--- src/rtl/cvms_pkg.sv ---
// Shared types and constants for the closest video mode selector.
package cvms_pkg;

  localparam int MODE_W   = 16;
  localparam int RES_W    = 16;
  localparam int DEPTH_W  = 8;
  localparam int GAP_W    = 16;
  localparam int SQ_W     = 2 * RES_W;
  localparam int DIST_W   = SQ_W + 1;
  localparam int ADDR_W   = 4;
  localparam int DATA_W   = 32;
  localparam int QDEPTH   = 4;
  localparam int QPTR_W   = $clog2(QDEPTH);
  localparam int QCNT_W   = $clog2(QDEPTH + 1);

  localparam logic [MODE_W-1:0]  ATTR_NEEDED  = 16'h0099;
  localparam logic [MODE_W-1:0]  LINEAR_BIT   = 16'h4000;
  localparam logic [DEPTH_W-1:0] MODEL_PACKED = 8'd4;
  localparam logic [DEPTH_W-1:0] MODEL_DIRECT = 8'd6;
  localparam logic [DIST_W-1:0]  DIST_ONES    = '1;
  localparam logic [GAP_W-1:0]   GAP_ONES     = '1;

  localparam logic [1:0] REG_TARGET_WIDTH  = 2'd0;
  localparam logic [1:0] REG_TARGET_HEIGHT = 2'd1;
  localparam logic [1:0] REG_TARGET_DEPTH  = 2'd2;

  typedef enum logic [1:0] {
    KIND_END,
    KIND_EXACT,
    KIND_CAND
  } kind_t;

  typedef struct packed {
    logic [RES_W-1:0]   width;
    logic [RES_W-1:0]   height;
    logic [DEPTH_W-1:0] depth;
  } cfg_t;

  typedef struct packed {
    kind_t             kind;
    logic [MODE_W-1:0] mode;
    logic [RES_W-1:0]  dx;
    logic [RES_W-1:0]  dy;
    logic [GAP_W-1:0]  gap;
  } entry_t;

endpackage

--- src/rtl/cvms_if.sv ---
// Valid/ready channel interfaces for mode descriptors and selection results.
interface cvms_in_if;
  logic        valid;
  logic        ready;
  logic        end_of_list;
  logic        info_ok;
  logic [15:0] mode_number;
  logic [15:0] mode_attributes;
  logic [7:0]  memory_model;
  logic [15:0] mode_width;
  logic [15:0] mode_height;
  logic [7:0]  mode_depth;

  modport source (output valid, end_of_list, info_ok, mode_number, mode_attributes,
                  memory_model, mode_width, mode_height, mode_depth, input ready);
  modport sink (input valid, end_of_list, info_ok, mode_number, mode_attributes,
                memory_model, mode_width, mode_height, mode_depth, output ready);
endinterface

interface cvms_out_if;
  logic        valid;
  logic        ready;
  logic [15:0] chosen_mode;
  logic        exact_hit;

  modport source (output valid, chosen_mode, exact_hit, input ready);
  modport sink (input valid, chosen_mode, exact_hit, output ready);
endinterface

--- src/rtl/cvms_front.sv ---
// Front end: filters descriptors and turns each kept word into a queue entry.
module cvms_front (
  cvms_in_if.sink         in_chan,
  input  cvms_pkg::cfg_t  cfg,
  input  logic            q_full,
  output logic            q_push,
  output cvms_pkg::entry_t q_entry
);
  import cvms_pkg::*;

  logic usable;
  logic exact;
  logic fits;

  assign in_chan.ready = !q_full;

  always_comb begin
    usable = in_chan.info_ok
          && ((in_chan.mode_attributes & ATTR_NEEDED) == ATTR_NEEDED)
          && (in_chan.memory_model == MODEL_PACKED || in_chan.memory_model == MODEL_DIRECT);
    exact  = (in_chan.mode_width == cfg.width) && (in_chan.mode_height == cfg.height)
          && (in_chan.mode_depth == cfg.depth);
    fits   = (in_chan.mode_width <= cfg.width) && (in_chan.mode_height <= cfg.height);

    q_entry.mode   = in_chan.mode_number;
    q_entry.dx     = cfg.width - in_chan.mode_width;
    q_entry.dy     = cfg.height - in_chan.mode_height;
    q_entry.gap    = {{(GAP_W-DEPTH_W){1'b0}}, cfg.depth}
                   - {{(GAP_W-DEPTH_W){1'b0}}, in_chan.mode_depth};
    q_entry.kind   = KIND_CAND;
    q_push         = 1'b0;

    if (in_chan.valid && !q_full) begin
      if (in_chan.end_of_list) begin
        q_entry.kind = KIND_END;
        q_push       = 1'b1;
      end else if (usable && exact) begin
        q_entry.kind = KIND_EXACT;
        q_push       = 1'b1;
      end else if (usable && fits) begin
        q_push       = 1'b1;
      end
    end
  end

endmodule

--- src/rtl/cvms_queue.sv ---
// Short queue that decouples the classifying front end from the selection back end.
module cvms_queue (
  input  logic             clk,
  input  logic             rst_n,
  input  logic             push,
  input  cvms_pkg::entry_t push_entry,
  input  logic             pop,
  output cvms_pkg::entry_t head,
  output logic             empty,
  output logic             full
);
  import cvms_pkg::*;

  entry_t              slots_r [QDEPTH];
  logic [QPTR_W-1:0]   wptr_r, wptr_nxt;
  logic [QPTR_W-1:0]   rptr_r, rptr_nxt;
  logic [QCNT_W-1:0]   count_r, count_nxt;

  assign empty = (count_r == '0);
  assign full  = (count_r == QCNT_W'(QDEPTH));
  assign head  = slots_r[rptr_r];

  always_comb begin
    wptr_nxt  = push ? wptr_r + 1'b1 : wptr_r;
    rptr_nxt  = pop ? rptr_r + 1'b1 : rptr_r;
    count_nxt = count_r;
    if (push && !pop) begin
      count_nxt = count_r + 1'b1;
    end else if (pop && !push) begin
      count_nxt = count_r - 1'b1;
    end
  end

  always_ff @(posedge clk) begin
    if (!rst_n) begin
      wptr_r  <= '0;
      rptr_r  <= '0;
      count_r <= '0;
    end else begin
      wptr_r  <= wptr_nxt;
      rptr_r  <= rptr_nxt;
      count_r <= count_nxt;
    end
  end

  always_ff @(posedge clk) begin
    if (push) begin
      slots_r[wptr_r] <= push_entry;
    end
  end

endmodule

--- src/rtl/cvms_back.sv ---
// Back end: squares the distances, keeps the running best and drives the result word.
module cvms_back (
  input  logic             clk,
  input  logic             rst_n,
  input  cvms_pkg::entry_t head,
  input  logic             q_empty,
  output logic             q_pop,
  cvms_out_if.source       out_chan
);
  import cvms_pkg::*;

  // Square stage.
  logic                s1_valid_r, s1_valid_nxt;
  kind_t               s1_kind_r;
  logic [MODE_W-1:0]   s1_mode_r;
  logic [SQ_W-1:0]     s1_sqx_r;
  logic [SQ_W-1:0]     s1_sqy_r;
  logic [GAP_W-1:0]    s1_gap_r;

  // Running best.
  logic [MODE_W-1:0]   best_mode_r, best_mode_nxt;
  logic [DIST_W-1:0]   best_dist_r, best_dist_nxt;
  logic [GAP_W-1:0]    best_gap_r, best_gap_nxt;
  logic                done_r, done_nxt;

  // Output register.
  logic                out_valid_r, out_valid_nxt;
  logic [MODE_W-1:0]   out_mode_r, out_mode_nxt;
  logic                out_exact_r, out_exact_nxt;

  logic                out_free;
  logic                s1_emits;
  logic                s1_adv;
  logic [DIST_W-1:0]   cand_dist;

  assign out_chan.valid       = out_valid_r;
  assign out_chan.chosen_mode = out_mode_r;
  assign out_chan.exact_hit   = out_exact_r;

  always_comb begin
    out_free  = !out_valid_r || out_chan.ready;
    s1_emits  = !done_r && (s1_kind_r == KIND_END || s1_kind_r == KIND_EXACT);
    s1_adv    = s1_valid_r && (!s1_emits || out_free);
    q_pop     = !q_empty && (!s1_valid_r || s1_adv);
    cand_dist = {1'b0, s1_sqx_r} + {1'b0, s1_sqy_r};

    s1_valid_nxt  = q_pop ? 1'b1 : (s1_adv ? 1'b0 : s1_valid_r);
    best_mode_nxt = best_mode_r;
    best_dist_nxt = best_dist_r;
    best_gap_nxt  = best_gap_r;
    done_nxt      = done_r;
    out_valid_nxt = out_valid_r && !out_chan.ready;
    out_mode_nxt  = out_mode_r;
    out_exact_nxt = out_exact_r;

    if (s1_adv) begin
      case (s1_kind_r)
        KIND_END: begin
          if (!done_r) begin
            out_valid_nxt = 1'b1;
            out_mode_nxt  = (best_mode_r != '0) ? (best_mode_r | LINEAR_BIT) : '0;
            out_exact_nxt = 1'b0;
          end
          best_mode_nxt = '0;
          best_dist_nxt = DIST_ONES;
          best_gap_nxt  = GAP_ONES;
          done_nxt      = 1'b0;
        end
        KIND_EXACT: begin
          if (!done_r) begin
            out_valid_nxt = 1'b1;
            out_mode_nxt  = s1_mode_r | LINEAR_BIT;
            out_exact_nxt = 1'b1;
            done_nxt      = 1'b1;
          end
        end
        KIND_CAND: begin
          if (!done_r && ((cand_dist < best_dist_r)
              || (cand_dist == best_dist_r && s1_gap_r < best_gap_r))) begin
            best_mode_nxt = s1_mode_r;
            best_dist_nxt = cand_dist;
            best_gap_nxt  = s1_gap_r;
          end
        end
        default: begin
        end
      endcase
    end
  end

  always_ff @(posedge clk) begin
    if (!rst_n) begin
      s1_valid_r  <= 1'b0;
      out_valid_r <= 1'b0;
      done_r      <= 1'b0;
      best_mode_r <= '0;
      best_dist_r <= DIST_ONES;
      best_gap_r  <= GAP_ONES;
    end else begin
      s1_valid_r  <= s1_valid_nxt;
      out_valid_r <= out_valid_nxt;
      done_r      <= done_nxt;
      best_mode_r <= best_mode_nxt;
      best_dist_r <= best_dist_nxt;
      best_gap_r  <= best_gap_nxt;
    end
  end

  always_ff @(posedge clk) begin
    out_mode_r  <= out_mode_nxt;
    out_exact_r <= out_exact_nxt;
    if (q_pop) begin
      s1_kind_r <= head.kind;
      s1_mode_r <= head.mode;
      s1_sqx_r  <= SQ_W'(head.dx) * SQ_W'(head.dx);
      s1_sqy_r  <= SQ_W'(head.dy) * SQ_W'(head.dy);
      s1_gap_r  <= head.gap;
    end
  end

endmodule

--- src/rtl/closest_video_mode_select_unit.sv ---
// An end or exact-match word passes through the queue, the square stage and the output
// register before its result word is valid. Throughput: one descriptor per cycle while the
// queue is not full; the four-entry queue absorbs stalls on the result side.
// Reset (rst_n low, synchronous): targets return to zero, the queue empties and the
// running best returns to no candidate; no clearing pass is needed.
module closest_video_mode_select_unit (
  input  logic                          clk,
  input  logic                          rst_n,
  cvms_in_if.sink                       in_chan,
  cvms_out_if.source                    out_chan,
  input  logic                          psel,
  input  logic                          penable,
  input  logic                          pwrite,
  input  logic [cvms_pkg::ADDR_W-1:0]   paddr,
  input  logic [cvms_pkg::DATA_W-1:0]   pwdata,
  output logic [cvms_pkg::DATA_W-1:0]   prdata,
  output logic                          pready
);
  import cvms_pkg::*;

  cfg_t        cfg_r, cfg_nxt;
  logic [1:0]  reg_idx;
  logic        wr_en;
  logic        q_push, q_pop, q_empty, q_full;
  entry_t      q_entry, q_head;

  assign pready  = 1'b1;
  assign reg_idx = paddr[ADDR_W-1:2];
  assign wr_en   = psel && penable && pwrite;

  always_comb begin
    cfg_nxt = cfg_r;
    prdata  = '0;
    case (reg_idx)
      REG_TARGET_WIDTH: begin
        prdata = {{(DATA_W-RES_W){1'b0}}, cfg_r.width};
        if (wr_en) cfg_nxt.width = pwdata[RES_W-1:0];
      end
      REG_TARGET_HEIGHT: begin
        prdata = {{(DATA_W-RES_W){1'b0}}, cfg_r.height};
        if (wr_en) cfg_nxt.height = pwdata[RES_W-1:0];
      end
      REG_TARGET_DEPTH: begin
        prdata = {{(DATA_W-DEPTH_W){1'b0}}, cfg_r.depth};
        if (wr_en) cfg_nxt.depth = pwdata[DEPTH_W-1:0];
      end
      default: begin
      end
    endcase
  end

  always_ff @(posedge clk) begin
    if (!rst_n) begin
      cfg_r <= '0;
    end else begin
      cfg_r <= cfg_nxt;
    end
  end

  cvms_front u_front (
    .in_chan (in_chan),
    .cfg     (cfg_r),
    .q_full  (q_full),
    .q_push  (q_push),
    .q_entry (q_entry)
  );

  cvms_queue u_queue (
    .clk        (clk),
    .rst_n      (rst_n),
    .push       (q_push),
    .push_entry (q_entry),
    .pop        (q_pop),
    .head       (q_head),
    .empty      (q_empty),
    .full       (q_full)
  );

  cvms_back u_back (
    .clk      (clk),
    .rst_n    (rst_n),
    .head     (q_head),
    .q_empty  (q_empty),
    .q_pop    (q_pop),
    .out_chan (out_chan)
  );

endmodule

--- src/flat_wrapper.sv ---
// flat-port wrapper written by rule: the top's interface ports become plain ports
module closest_video_mode_select_unit_flat import cvms_pkg::*;
  (clk, rst_n, psel, penable, pwrite, paddr, pwdata, prdata, pready, in_chan_valid, in_chan_end_of_list, in_chan_info_ok, in_chan_mode_number, in_chan_mode_attributes, in_chan_memory_model, in_chan_mode_width, in_chan_mode_height, in_chan_mode_depth, in_chan_ready, out_chan_valid, out_chan_chosen_mode, out_chan_exact_hit, out_chan_ready);
  cvms_in_if in_chan_i ();
  cvms_out_if out_chan_i ();
  input  logic clk;
  input  logic rst_n;
  input  logic psel;
  input  logic penable;
  input  logic pwrite;
  input  logic [cvms_pkg::ADDR_W-1:0] paddr;
  input  logic [cvms_pkg::DATA_W-1:0] pwdata;
  output logic [cvms_pkg::DATA_W-1:0] prdata;
  output logic pready;
  input wire logic [$bits(in_chan_i.valid)-1:0] in_chan_valid;
  input wire logic [$bits(in_chan_i.end_of_list)-1:0] in_chan_end_of_list;
  input wire logic [$bits(in_chan_i.info_ok)-1:0] in_chan_info_ok;
  input wire logic [$bits(in_chan_i.mode_number)-1:0] in_chan_mode_number;
  input wire logic [$bits(in_chan_i.mode_attributes)-1:0] in_chan_mode_attributes;
  input wire logic [$bits(in_chan_i.memory_model)-1:0] in_chan_memory_model;
  input wire logic [$bits(in_chan_i.mode_width)-1:0] in_chan_mode_width;
  input wire logic [$bits(in_chan_i.mode_height)-1:0] in_chan_mode_height;
  input wire logic [$bits(in_chan_i.mode_depth)-1:0] in_chan_mode_depth;
  output wire logic [$bits(in_chan_i.ready)-1:0] in_chan_ready;
  output wire logic [$bits(out_chan_i.valid)-1:0] out_chan_valid;
  output wire logic [$bits(out_chan_i.chosen_mode)-1:0] out_chan_chosen_mode;
  output wire logic [$bits(out_chan_i.exact_hit)-1:0] out_chan_exact_hit;
  input wire logic [$bits(out_chan_i.ready)-1:0] out_chan_ready;
  assign in_chan_i.valid = in_chan_valid;
  assign in_chan_i.end_of_list = in_chan_end_of_list;
  assign in_chan_i.info_ok = in_chan_info_ok;
  assign in_chan_i.mode_number = in_chan_mode_number;
  assign in_chan_i.mode_attributes = in_chan_mode_attributes;
  assign in_chan_i.memory_model = in_chan_memory_model;
  assign in_chan_i.mode_width = in_chan_mode_width;
  assign in_chan_i.mode_height = in_chan_mode_height;
  assign in_chan_i.mode_depth = in_chan_mode_depth;
  assign in_chan_ready = in_chan_i.ready;
  assign out_chan_valid = out_chan_i.valid;
  assign out_chan_chosen_mode = out_chan_i.chosen_mode;
  assign out_chan_exact_hit = out_chan_i.exact_hit;
  assign out_chan_i.ready = out_chan_ready;
  closest_video_mode_select_unit u_core (.clk(clk), .rst_n(rst_n), .in_chan(in_chan_i), .out_chan(out_chan_i), .psel(psel), .penable(penable), .pwrite(pwrite), .paddr(paddr), .pwdata(pwdata), .prdata(prdata), .pready(pready));
endmodule
--- config.mk ---
export PLATFORM = sky130hd
export DESIGN_NAME = closest_video_mode_select_unit_flat
export DESIGN_NICKNAME = d
export VERILOG_FILES = /design/src/rtl/cvms_pkg.sv /design/src/rtl/cvms_if.sv /design/src/rtl/cvms_front.sv /design/src/rtl/cvms_queue.sv /design/src/rtl/cvms_back.sv /design/src/rtl/closest_video_mode_select_unit.sv /design/src/flat_wrapper.sv
export SDC_FILE = /design/constraint.sdc
export NUM_CORES = 2
export LEC_CHECK = 0
export BUFFER_PORTS_ARGS = -buffer_cell sky130_fd_sc_hd__buf_4
export CORE_AREA = 4 4 271 273
export CTS_BUF_LIST = sky130_fd_sc_hd__clkbuf_2 sky130_fd_sc_hd__clkbuf_4 sky130_fd_sc_hd__clkbuf_8
export DETAILED_ROUTE_END_ITERATION = 7
export DIE_AREA = 0 0 275 277
export GPL_TIMING_DRIVEN = 0
export PLACE_DENSITY = 0.67
export SLEW_MARGIN = 20
export SYNTH_ARGS = -nofsm -noshare
export SYNTH_HDL_FRONTEND = slang
export SYNTH_SLANG_ARGS = --single-unit
--- constraint.sdc ---
create_clock -name clk -period 9.9 [get_ports clk]
set_clock_uncertainty 0.1 [all_clocks]
set_input_delay 0 -clock clk [delete_from_list [all_inputs] [get_ports clk]]
set_output_delay 0 -clock clk [all_outputs]
set_load 0.05 [all_outputs]
Word level (Yosys, flattened, before mapping)
Memory sizes are Yosys's and may differ from the RTL's. A register that Yosys moved wholly into a read port is not among the register bits.
Index checks and enable logic that the tools add are counted.
- add/subtract/negate cells: 8
- multiply operators: 2
- $lt $le $gt $ge: 4
- equal/unequal tests: 15
- mux-type cells: 33
- reduce and logical (&&, ||, !) cells: 48
- operator list (operator ; count):
    16-bit one-hot mux with 2 select lines ; 3
    16-bit two-way mux ; 5
    33-bit one-hot mux with 2 select lines ; 1
    16-bit by 16-bit multiplier with 32-bit output ; 2
    16-bit one-hot mux with 3 select lines ; 1
    32-bit by 32-bit adder with 33-bit output ; 1
    33-bit == test ; 1
    33-bit less-than comparator ; 1
    33-bit two-way mux ; 1
    16-bit == test ; 2
    16-bit less-or-equal comparator ; 2
    16-bit subtractor ; 2
    1-bit logical AND ; 18
    8-bit by 3-bit == test with 1-bit output (second input constant) ; 2
    16-bit less-than comparator ; 1
    16-bit nonzero test ; 1
    1-bit two-way mux ; 13
    2-bit two-way mux ; 5
    1-bit logical NOT ; 9
    8-bit by 8-bit subtractor with 9-bit output ; 1
    8-bit == test ; 1
    2-bit AND reduction ; 4
    2-bit nonzero test ; 4
    1-bit logical OR ; 6
    other kinds (15) ; 23
- bits in registers: 230
- RAM bits: 264
- memories: 1
- memory list (name ; depth ; bits a word ; rd ports ; clocked after Yosys merged registers in ; write ports ; line ; source):
    u_core.u_queue.slots_r ; 4 ; 66 ; 1 ; 1 ; 1 ; cvms_queue.sv:14 ; entry_t slots_r [QDEPTH];

Logic depth before layout (Yosys ltp)
- depth after elaboration: 12
- gate-level depth with buffers: 31

By module
A second synthesis with hierarchy kept.
- cells, all modules: 3356
- area, all modules: 37069.3 µm²
- by module, submodules not included (module ; instances ; cells each ; area each (µm²) ; sequential area each (µm²)):
    cvms_back ; 1 ; 2423 ; 22865.7 ; 4754.6
    cvms_queue ; 1 ; 387 ; 9963.3 ; 8107.8
    cvms_front ; 1 ; 331 ; 2296.0 ; 0.0
    closest_video_mode_select_unit ; 1 ; 215 ; 1944.4 ; 800.8

Least setup slack after synthesis
No wires, ideal clock.
- path type: register to register
- from: register with a tool-made name
- to: register u_core.u_back.s1_sqx_r[31], data pin
- library setup time: 0.268 ns
- data arrival time: 6.987 ns
- data required time: 9.532 ns
- path slack: 2.545 ns
- stages on the path, launching flop included: 30
- clock period less this slack: 7.355 ns
- cell sequence: dfxtp_1 -> buf_2 -> buf_2 -> mux2_2 -> o21ai_1 -> inv_1 -> clkbuf_1 -> nand2_1 -> inv_1 -> fa_1 -> inv_1 -> fa_1 -> inv_1 -> fa_1 -> inv_1 -> fa_1 -> inv_1 -> fa_1 -> inv_1 -> fa_1 -> inv_1 -> ha_1 -> a21o_1 -> or3_1 -> o2111ai_1 -> nand2_1 -> nand4_1 -> a21oi_1 -> o41ai_1 -> xnor2_1
- RTL lines (element ; line ; source):
    to (signal assigned) ; cvms_back.sv:115 ; s1_sqx_r <= SQ_W'(head.dx) * SQ_W'(head.dx);
    to (decl) ; cvms_back.sv:16 ; logic [SQ_W-1:0] s1_sqx_r;

==> flow_summary_export.csv <==
group,metric,value,unit
die,chipHeight,277,µm
die,die_x,275,µm
sta,maxSlewViolCount,0,
critical_path,crit_path_start_kind,"flop",
clock_network,cts_root_buffer,"clkbuf_8",
sta,layout_min_cycle_time,9320,ps
critical_path,cpLargestDelayFamily,"adder cells",
run,drv_cap,0,
routing,wire_per_inst,17.7,µm
sta,fin_hold_ws,46.2,ps
global_routing,first_global_vias,25600,
clock_network,cts_made_buffers,77,
die,design.core.area,71100,µm²
synthesis,postSynth.asyncResetShare,0,%
die,row_count,98,
synthesis,cell_area_after_synthesis,35200,µm²
critical_path,arrival,9650,ps
critical_path,worstRegToRegCells,27,
place,placed_area,37600,µm²
place,gp_congestion,0.908,
die,top_level_ports,177,
critical_path,worstSetupEndpointType,"flop",
clock_network,ctsLongestPathBuffers,3,
layout,syn_to_final_growth,14.3,%
sta,timing.slew.headroom,25.6,%
global_routing,gr-usage-all-layers,22.4,%
sta,fin_crit_sh,94.1,%
synthesis,yosys.area.top_type_share,29.2,%
synthesis,synthesis.yosys.warnings,0,
worst_hold_path,hold_class,"in2reg",
sta,finalHoldViolCount,0,
synthesis,synth.distinct_cells,83,
synthesis,ys_seq_area_share,35.5,%
critical_path,cpMaxStageDelayCell,"clkinv_1",
worst_hold_path,holdPathStages,4,
layout,layout-drive-gt1-share,11.3,%
global_routing,first_pass_grt_wire_length,135,mm
synthesis,post_synthesis_cells,3340,
synthesis,synth_flop_cell,"edfxtp_1",
place,place.detailed.instances,4440,
synthesis,ys_ff_latch,452,
routing,drt_iter0_drc,1531,
global_routing,grt_residual_overflow,0,
routing,totalWireLength,83.0,mm
critical_path,crit_cells,27,
die,floorplan.initialDensity,49.5,%
clock_network,worstSkewPairLatency,690,ps
critical_path,critPathMaxStageDelay,790,ps
layout,finish.instance_area,40200,µm²
global_routing,antenna_found_initial,1,
critical_path,critical-path-top-cell-by-count,"fa_1",
clock_network,clk_transition_reported_paths,70,ps
synthesis,synth_edf_count,342,
critical_path,required,10230,ps
synthesis,synth_area_leaders,"edfxtp_1 (29%), fa_1 (19%), ha_1 (11%)",
sta,achievable-frequency,0.107,GHz
routing,vias,24500,
routing,drt_drc_violations_left,0,
place,place_hpwl,64.2,mm
sta,final.setup.tns,0,ps
clock_network,tritoncts_clock_tree,"done",
synthesis,synthDominantAreaCellType,"edfxtp_1",
outcome,run_status,"completed",
die,die_area,76200,µm²
critical_path,worst-path-max-fanout,10,
routing,drtPass1Iterations,7,
clock_network,cts_sinks,452,
sta,rsz_0062_raised_after_global_routing,"false",
clock_network,cts_htree_levels,3,
sta,finalSetupViolCount,0,
critical_path,critPathBufInv,8,
routing,drt.antenna.violating_nets,0,
layout,finish.net_count,4439,
layout,final-instance-count-excl-fill,4682,
critical_path,criticalPathCategory,"reg2reg",
routing,routed_via_density,5.24,
place,port_buffers,127,
sta,tightestPinTransition,1110,ps
global_routing,grt_start_max_net_pins,47,
synthesis,syn_area_per_cell,10.5,µm²
clock_network,postCtsResizedCells,0,
==> Yosys cell counts, drive strengths merged (60+ instances only) <==
cell / instances
nor3: 60
nand2: 320
fa: 328
o21ai: 117
edfxtp: 342
nor2: 213
a21oi: 143
inv: 612
clkbuf: 66
ha: 318
xnor2: 98
dfxtp: 110
==> layer usage <==
metal	track usage (%)	wire (µm)
met1	29.9	36100
met2	37.7	40200
met3	3.55	4410
met4	6.87	2230
met5	0	0
==> sequential cells by signal, indices dropped and copies added, names as in the netlist, named ones only <==
register and cells:
u_core.u_back.s1_sqy_r 31, u_core.u_back.out_chan.valid 1, u_core.u_back.best_mode_r 16, u_core.cfg_r 40, u_core.u_back.s1_mode_r 16, u_core.u_back.best_gap_r 9
u_core.u_queue.wptr_r 2, u_core.u_back.s1_gap_r 9, u_core.u_queue.rptr_r 2, u_core.u_queue.count_r 3, u_core.u_back.best_dist_r 33, u_core.u_back.s1_sqx_r 31
u_core.u_queue.slots_r 236, u_core.u_back.s1_valid_r 1, u_core.u_back.s1_kind_r 2, u_core.u_back.out_chan.chosen_mode 16, u_core.u_back.done_r 1, u_core.u_back.out_chan.exact_hit 1
==> logic make-up (layout without fill, tap and decap cells) <==
kind of cell             after synthesis  count (layout)  share of synthesized area [%]
AND/OR/NAND/NOR                      803             803                           10.2
buffers and inverters                734            1110                           8.12
XOR/XNOR                             126             126                           3.14
adder cells (fa/ha/maj)              646             646                           30.0
other                                  2              18                         0.0213
AO/OA/AOI/OAI                        450             450                           8.09
flip-flops                           452             452                           35.5
multiplexers                         127             127                           4.97
==> layout by cell type, fill, tap and decap left out, types with 21 or more instances in the layout <==
cell type and instances:
dfxtp_1 110, o21ai_0 99, and2_1 34, xor2_1 28, dlygate4sd3_1 99, mux4_2 34, nand4_1 25, mux2i_1 52
a21oi_1 140, xnor2_1 98, inv_1 612, mux2_2 41, edfxtp_1 342, o21a_1 24, nor3_1 59, nand2_1 320
clkbuf_1 65, fa_1 328, a21o_1 52, buf_4 145, nand3_1 45, nor2_1 213, clkbuf_8 87, clkbuf_4 26
buf_2 21, nor2b_1 26, ha_1 318
==> layout make-up <==
cell class              count  area [µm²]
clock inverters            29         201
fillers                  6140       30900
diodes                      1        2.50
well taps                 950        1190
repair buffers            234        2140
inverters                 617        2320
clock buffers             113        1390
plain buffers             117         542
flip-flops and latches    452       12500
multi-input cells        2169       19900
==> stage by stage <==
stage	utilization, %	setup WS [ps]
finish	56.5	582
global route	56.5	92.8
CTS	56.5	620
detailed placement	52.9	641
global placement	52.6	702
floorplan	-	2550
==> worst paths after layout <==
| kind | start | to | slack [ps] |
|---|---|---|---|
| hold reg to reg | u_core.u_back.best_mode_r[14] | u_core.u_back.best_mode_r[14] | 360 |
| hold / removal | pwdata[0] | u_core.cfg_r[0] | 50 |
| setup / recovery | flop | u_core.u_back.s1_sqy_r[31] | 580 |
| setup reg to reg | flop | u_core.u_back.s1_sqy_r[31] | 580 |
==> tightest hold or removal path, stage by stage <==
cell           delay (ps)
dlygate4sd3_1         520
buf_4                 110
mux2i_1                60
nor2_1                 70
==> repair_timing <==
item                                   4_1_cts  5_1_grt
endpoints found under the hold margin      269        0
setup endpoints to repair                    0        0
hold buffers                                99        0
buffers inserted                             0        0
Power is not shown: default switching activity piles up to over one toggle a cycle in this logic, so the estimate is an artifact.
